File: config.mk
export PLATFORM = sky130hd
export DESIGN_NAME = multichannel_pulse_width_capture_unit_flat
export DESIGN_NICKNAME = d
export VERILOG_FILES = /design/src/hw/rtl/mpwc_pkg.sv /design/src/hw/rtl/mpwc_evt_if.sv /design/src/hw/rtl/mpwc_res_if.sv /design/src/hw/rtl/multichannel_pulse_width_capture_unit.sv /design/src/flat_wrapper.sv
export SDC_FILE = /design/constraint.sdc
export NUM_CORES = 1
export LEC_CHECK = 0
export ABC_AREA = 1
export BUFFER_PORTS_ARGS = -buffer_cell sky130_fd_sc_hd__buf_2
export CAP_MARGIN = 20
export CORE_ASPECT_RATIO = 0.5
export CORE_UTILIZATION = 50
export CTS_CLUSTER_DIAMETER = 30
export DETAILED_ROUTE_END_ITERATION = 10
export PLACE_DENSITY_LB_ADDON = 0.3
export SLEW_MARGIN = 0
export SYNTH_ARGS = -nofsm -noshare
export SYNTH_HDL_FRONTEND = slang
export SYNTH_SLANG_ARGS = --single-unit
File: constraint.sdc
create_clock -name clk_i -period 3.2 [get_ports clk_i]
set_input_delay 0 -clock clk_i [delete_from_list [all_inputs] [get_ports clk_i]]
set_output_delay 0 -clock clk_i [all_outputs]
set_load 0.05 [all_outputs]
File: src/hw/rtl/mpwc_pkg.sv
// Shared constants and types for the pulse width capture unit.
// No dependencies.
package mpwc_pkg;

  localparam int unsigned NumChannels = 8;
  localparam int unsigned ChanBits    = $clog2(NumChannels);
  localparam int unsigned TimerBits   = 16;

  typedef logic [NumChannels-1:0] chan_mask_t;
  typedef logic [ChanBits-1:0]    chan_idx_t;
  typedef logic [TimerBits-1:0]   timer_t;

  // All channels enabled out of reset
  localparam chan_mask_t EnableReset = '1;

endpackage

File: src/hw/rtl/mpwc_evt_if.sv
// Pin-change event channel: valid/ready handshake with levels and timestamp.
// Depends on mpwc_pkg.
interface mpwc_evt_if import mpwc_pkg::*; ();
  logic       valid;
  logic       ready;
  chan_mask_t pin_levels;
  timer_t     timestamp;

  modport source (output valid, output pin_levels, output timestamp, input ready);
  modport sink   (input valid, input pin_levels, input timestamp, output ready);
endinterface

File: src/hw/rtl/mpwc_res_if.sv
// Width result channel: valid/ready handshake with channel, width, last flag.
// Depends on mpwc_pkg.
interface mpwc_res_if import mpwc_pkg::*; ();
  logic      valid;
  logic      ready;
  chan_idx_t channel_index;
  timer_t    pulse_width;
  logic      last_of_run;

  modport source (output valid, output channel_index, output pulse_width,
                  output last_of_run, input ready);
  modport sink   (input valid, input channel_index, input pulse_width,
                  input last_of_run, output ready);
endinterface

File: src/hw/rtl/multichannel_pulse_width_capture_unit.sv
// Pulse width capture, 8 channels. Rise times live in an 8 x 16 RAM.
// Path: the scan reaches channel n, then its width goes through the read stage
//   and the output register. A new event is taken only once the scan is done;
//   the scan visits every channel, one RAM read/write per cycle when not stalled.
// Reset: async, active low; clears levels, enable mask to all-ones, and the
//   per-entry valid bits so unwritten rise times read as zero.
module multichannel_pulse_width_capture_unit import mpwc_pkg::*; (
  input  logic       clk_i,
  input  logic       rst_ni,
  input  logic       cfg_we_i,
  input  chan_mask_t cfg_wdata_i,
  mpwc_evt_if.sink   evt,
  mpwc_res_if.source res
);

  typedef enum logic [1:0] {
    StIdle = 2'b01,
    StScan = 2'b10
  } state_e;

  localparam chan_idx_t LastChan = chan_idx_t'(NumChannels - 1);

  state_e     state_q, state_d;
  chan_idx_t  ch_q, ch_d;
  chan_mask_t enable_q, prior_q, rises_q, falls_q, entry_valid_q;
  timer_t     stamp_q;

  logic       s1_valid_q, s1_last_q;
  chan_idx_t  s1_ch_q;
  timer_t     rd_q;
  logic       rd_valid_q;

  logic       out_valid_q, out_last_q;
  chan_idx_t  out_ch_q;
  timer_t     out_width_q;

  timer_t     rise_mem [NumChannels];

  logic       evt_fire, adv, scan_act;
  chan_mask_t changed;
  timer_t     rise_time;

  // Handshake and pipeline advance
  assign evt.ready = (state_q == StIdle) && !s1_valid_q;
  assign evt_fire  = evt.valid && evt.ready;
  assign adv       = !out_valid_q || res.ready;
  assign scan_act  = (state_q == StScan) && adv;
  assign changed   = (evt.pin_levels ^ prior_q) & enable_q;

  // Scan sequencer
  always_comb begin
    state_d = state_q;
    ch_d    = ch_q;
    unique case (state_q)
      StIdle: begin
        if (evt_fire) begin
          state_d = StScan;
          ch_d    = '0;
        end
      end
      StScan: begin
        if (adv) begin
          ch_d = ch_q + chan_idx_t'(1);
          if (ch_q == LastChan) begin
            state_d = StIdle;
          end
        end
      end
      default: state_d = StIdle;
    endcase
  end

  always_ff @(posedge clk_i or negedge rst_ni) begin
    if (!rst_ni) begin
      state_q  <= StIdle;
      ch_q     <= '0;
      enable_q <= EnableReset;
      prior_q  <= '0;
      rises_q  <= '0;
      falls_q  <= '0;
    end else begin
      state_q <= state_d;
      ch_q    <= ch_d;
      if (cfg_we_i) begin
        enable_q <= cfg_wdata_i;
      end
      if (evt_fire) begin
        prior_q <= evt.pin_levels;
        rises_q <= changed & evt.pin_levels;
        falls_q <= changed & ~evt.pin_levels;
      end
    end
  end

  always_ff @(posedge clk_i) begin
    if (evt_fire) begin
      stamp_q <= evt.timestamp;
    end
  end

  // Rise time RAM: write on rising edge, registered read for falling edge
  always_ff @(posedge clk_i) begin
    if (scan_act && rises_q[ch_q]) begin
      rise_mem[ch_q] <= stamp_q;
    end
    if (scan_act) begin
      rd_q <= rise_mem[ch_q];
    end
  end

  // Written-entry flags stand in for clearing the RAM
  always_ff @(posedge clk_i or negedge rst_ni) begin
    if (!rst_ni) begin
      entry_valid_q <= '0;
      rd_valid_q    <= 1'b0;
    end else if (scan_act) begin
      if (rises_q[ch_q]) begin
        entry_valid_q[ch_q] <= 1'b1;
      end
      rd_valid_q <= entry_valid_q[ch_q];
    end
  end

  // Read stage: marks which channel has a falling edge
  always_ff @(posedge clk_i or negedge rst_ni) begin
    if (!rst_ni) begin
      s1_valid_q <= 1'b0;
    end else if (adv) begin
      s1_valid_q <= (state_q == StScan) && falls_q[ch_q];
    end
  end

  always_ff @(posedge clk_i) begin
    if (adv) begin
      s1_ch_q   <= ch_q;
      s1_last_q <= ((falls_q >> ch_q) >> 1) == '0;
    end
  end

  // Output register
  assign rise_time = rd_valid_q ? rd_q : '0;

  always_ff @(posedge clk_i or negedge rst_ni) begin
    if (!rst_ni) begin
      out_valid_q <= 1'b0;
    end else if (adv) begin
      out_valid_q <= s1_valid_q;
    end
  end

  always_ff @(posedge clk_i) begin
    if (adv && s1_valid_q) begin
      out_ch_q    <= s1_ch_q;
      out_width_q <= stamp_q - rise_time;
      out_last_q  <= s1_last_q;
    end
  end

  assign res.valid         = out_valid_q;
  assign res.channel_index = out_ch_q;
  assign res.pulse_width   = out_width_q;
  assign res.last_of_run   = out_last_q;

endmodule

File: src/flat_wrapper.sv
// flat-port wrapper written by rule: the top's interface ports become plain ports
module multichannel_pulse_width_capture_unit_flat import mpwc_pkg::*;
  (clk_i, rst_ni, cfg_we_i, cfg_wdata_i, evt_valid, evt_pin_levels, evt_timestamp, evt_ready, res_valid, res_channel_index, res_pulse_width, res_last_of_run, res_ready);
  mpwc_evt_if evt_i ();
  mpwc_res_if res_i ();
  input  logic clk_i;
  input  logic rst_ni;
  input  logic cfg_we_i;
  input  chan_mask_t cfg_wdata_i;
  input wire logic [$bits(evt_i.valid)-1:0] evt_valid;
  input wire logic [$bits(evt_i.pin_levels)-1:0] evt_pin_levels;
  input wire logic [$bits(evt_i.timestamp)-1:0] evt_timestamp;
  output wire logic [$bits(evt_i.ready)-1:0] evt_ready;
  output wire logic [$bits(res_i.valid)-1:0] res_valid;
  output wire logic [$bits(res_i.channel_index)-1:0] res_channel_index;
  output wire logic [$bits(res_i.pulse_width)-1:0] res_pulse_width;
  output wire logic [$bits(res_i.last_of_run)-1:0] res_last_of_run;
  input wire logic [$bits(res_i.ready)-1:0] res_ready;
  assign evt_i.valid = evt_valid;
  assign evt_i.pin_levels = evt_pin_levels;
  assign evt_i.timestamp = evt_timestamp;
  assign evt_ready = evt_i.ready;
  assign res_valid = res_i.valid;
  assign res_channel_index = res_i.channel_index;
  assign res_pulse_width = res_i.pulse_width;
  assign res_last_of_run = res_i.last_of_run;
  assign res_i.ready = res_ready;
  multichannel_pulse_width_capture_unit u_core (.clk_i(clk_i), .rst_ni(rst_ni), .cfg_we_i(cfg_we_i), .cfg_wdata_i(cfg_wdata_i), .evt(evt_i), .res(res_i));
endmodule
==> summary.md <==
| Metric | Value |
|---|---|
| Core area | `0.0187 mm²` |
| Fraction of synthesis flops using an asynchronous set or reset pin | `20.7%` |
| Worst r2r dst | `u_core.rise_mem[3][5]` |
| Slew Viols, Final | `0` |
| ANT nets after route | `0` |
| Vias in the first global route | `6,518` |
| Dpl hpwl | `15.3 mm` |
| Largest net degree at the start of global routing | `47` |
| Final layout net count | `1,079` |
| Worst path required time | `3380 ps` |
| CTS tree | `yes` |
| Share of the synthesized area in the top cell type | `56.7%` |
| #FFs+latches synth | `232` |
| Hold depth | `2` |
| CP arrival | `2850 ps` |
| Net Switching | `3.57 mW` |
| Count leader, synth | `nand2_1` |
| Mapped Cells | `883` |
| Ant. Diodes | `0` |
| First DRT Iteration DRCs | `506` |
| Via Count | `6,713` |
| Final setup TNS | `0 ps` |
| Hold Crit Endpoint | `u_core.stamp_q[2]` |
| Routability cong. | `0.949` |
| CP max FO | `16` |
| CP Buf/Inv Count | `3` |
| CP most frequent cell | `inv_1` |
| H-tree depth | `1` |
| Initial antenna violation count | `0` |
| Max clock buf depth | `3` |
| Drt pass-1 iters | `5` |
| Synth Flop Type | `edfxtp_1` |
| Max rail drop VDD | `0.492 mV` |
| CP startpoint kind | `flip-flop` |
| Hold-fix buffers at CTS | `57` |
| Gr ovfl total | `0` |
| Status | `complete, no violations` |
| Part of the power in registers | `41.1%` |
| Power Dens Cells | `857 mW/mm²` |
| Via density | `5.15` |
| Post-synth EDFFs | `184` |
| CP cell instances | `inv_1, nor2_1, nand2_1, inv_2, nand3_1, inv_1` |
| Worst reg2reg path depth | `6` |
| GRT Total Usage | `23.7%` |
| Final-report hold violation count | `0` |
| Setup-failing EPs final | `0` |
| Filler instances | `1,479` |
| Lkg Pwr | `5.13 nW` |
| Tcrit/Tclk final | `83.1%` |
| Worst clock skew | `16.7 ps` |
| Max incr delay on CP | `650 ps` |
| First-pass GRT wire length | `35.0 mm` |
| Worst slew pin tran | `718 ps` |
| PostCTS Resize Cnt | `0` |
| Post-Route WL | `22.9 mm` |
| Comb pwr share | `27.1%` |
| Clk_lat worst skew | `560 ps` |
| Clock sink total | `232` |
| Synth area leader | `edfxtp_1` |
| Post-synthesis sequential area ratio | `69.1%` |
| Die footprint | `0.0201 mm²` |
| Reg-to-reg setup timing slack | `540 ps` |
| Reg2reg start | `u_core.ch_q[1]` |
| Fin util | `63.7%` |
| P_int | `6.66 mW` |
| IO Pins | `59` |
| Synth area leaders | `edfxtp_1 (57%), nand2_1 (12%), dfrtp_1 (10%)` |
| Layout cells sized above 1 | `13.5%` |
| Multi-input logic area | `0.00248 mm²` |
| Post-CTS Setup Bufs | `0` |
| Drt wl/cell | `17.6 µm` |
| Sw frac | `34.9%` |
| Area Growth Syn to Fin | `22.4%` |
| Yosys cell types | `33` |
| DRC Markers | `0` |
| Worst setup path class | `flip-flop to flip-flop` |
| Post-synth top cells | `nand2_1 (314), edfxtp_1 (184), inv_1 (106)` |
| # rows | `35` |
| CTS Buf Count | `30` |
| Worst hold start | `evt_timestamp[2]` |
| FMAX | `0.376 GHz` |
| Cell Area, Synth | `0.00975 mm²` |
| Largest delay share family, worst path | `buffers and inverters` |
| Die H | `101 µm` |
| Avg Inst Size Synth | `11.0 µm²` |
| Worst min path class | `primary input to flip-flop` |
| IO buf count | `58` |
| CP max stage cell | `dfrtp_1` |
| CTS root buf | `clkbuf_16` |
| Min Tclk post-route | `2660 ps` |
| Rel. slew slack | `52.1%` |
| Synth warn | `0` |
| Max Cap Violations | `0` |
| Clock power share | `31.8%` |
| Unrepaired setup endpoints after global routing | `no` |
| Starting density of the core | `52.0%` |
| Syn_nets | `942` |
| DIE WIDTH | `200 µm` |
| FF+latch area | `0.00674 mm²` |
| CP Capture Type | `flip-flop` |
| Clock transition at path regs | `70 ps` |
power groups by stage:
stage          Combinational (mW)  Sequential, mW  Clock, mW
2_1_floorplan                1.86            4.22          0
3_3_place_gp                 2.57            4.24          0
3_5_place_dp                 2.62            4.26          0
4_1_cts                      2.76            4.20       3.28
5_1_grt                      3.14            4.24       3.41
6_report                     2.77            4.20       3.26
cell usage in the layout (no fill, tap or decap), types with 31 or more instances in the layout:
| cell type | synthesis | layout |
|---|---|---|
| inv_1 | 106 | 106 |
| nand3_1 | 32 | 32 |
| nor2_1 | 32 | 31 |
| dfrtp_1 | 39 | 39 |
| buf_2 | 9 | 58 |
| o21ai_0 | 31 | 31 |
| dlygate4sd3_1 | 0 | 58 |
| nand2_1 | 314 | 314 |
| edfxtp_1 | 184 | 184 |
| clkbuf_16 | 0 | 31 |
registers in the layout, indices dropped and copies added, names as in the netlist, 16 cells and up:
signal                  flops
u_core.res.pulse_width     16
u_core.stamp_q             16
u_core.rd_q                16
u_core.rise_mem           128
metal layers:
layer	GRT usage (%)	wire length, µm
met2	38.4	10600
met4	7.46	566
met1	32.4	10000
met3	5.05	1750
met5	0	0
cell type report:
| cell class | instances | area share, % |
|---|---|---|
| Inverter | 111 | 3.49 |
| Clock buffer | 32 | 6.61 |
| Clock inverter | 24 | 1.75 |
| Timing Repair Buffer | 128 | 8.26 |
| Multi-Input combinational cell | 517 | 20.7 |
| Tap cell | 259 | 2.71 |
| Sequential cell | 232 | 56.4 |
how the worst max path moves through the flow:
stage                          start                endpoint  slack, ps  cells past startpoint
finish                u_core.ch_q[1]   u_core.rise_mem[3][5]        540                      6
global route          u_core.ch_q[1]   u_core.rise_mem[3][5]        280                      6
CTS                   u_core.ch_q[1]   u_core.rise_mem[3][5]        590                      6
detailed placement    u_core.ch_q[1]   u_core.rise_mem[3][5]        620                      6
global placement      u_core.ch_q[1]  u_core.rise_mem[6][14]        690                      4
floorplan           u_core.res.valid   u_core.rise_mem[0][0]        610                      8
metrics by stage:
step / hold WS, ps / std cells / setup WS, ps / total power [mW] / instance area [µm²]
after floorplan: -296 / 883 / 611 / 6.08 / 9750
after global placement: 176 / 1188 / 694 / 6.81 / 10300
after detailed placement: 178 / 1188 / 622 / 6.88 / 10300
after CTS: 135 / 1301 / 590 / 10.2 / 11900
after global routing: 140 / 1303 / 283 / 10.8 / 11900
final: 150 / 1303 / 540 / 10.2 / 11900
kinds of logic after synthesis:
group / share of synthesized area [%]
adders and majority gates: 2.90
AOI/OAI and AO/OA: 4.95
xor gates and xnor gates: 0.718
muxes: 0.115
buffers and inverters: 5.54
DFF: 69.1
and+or+nand+nor: 16.7
Note: power is estimated with default switching activity, not from simulation.
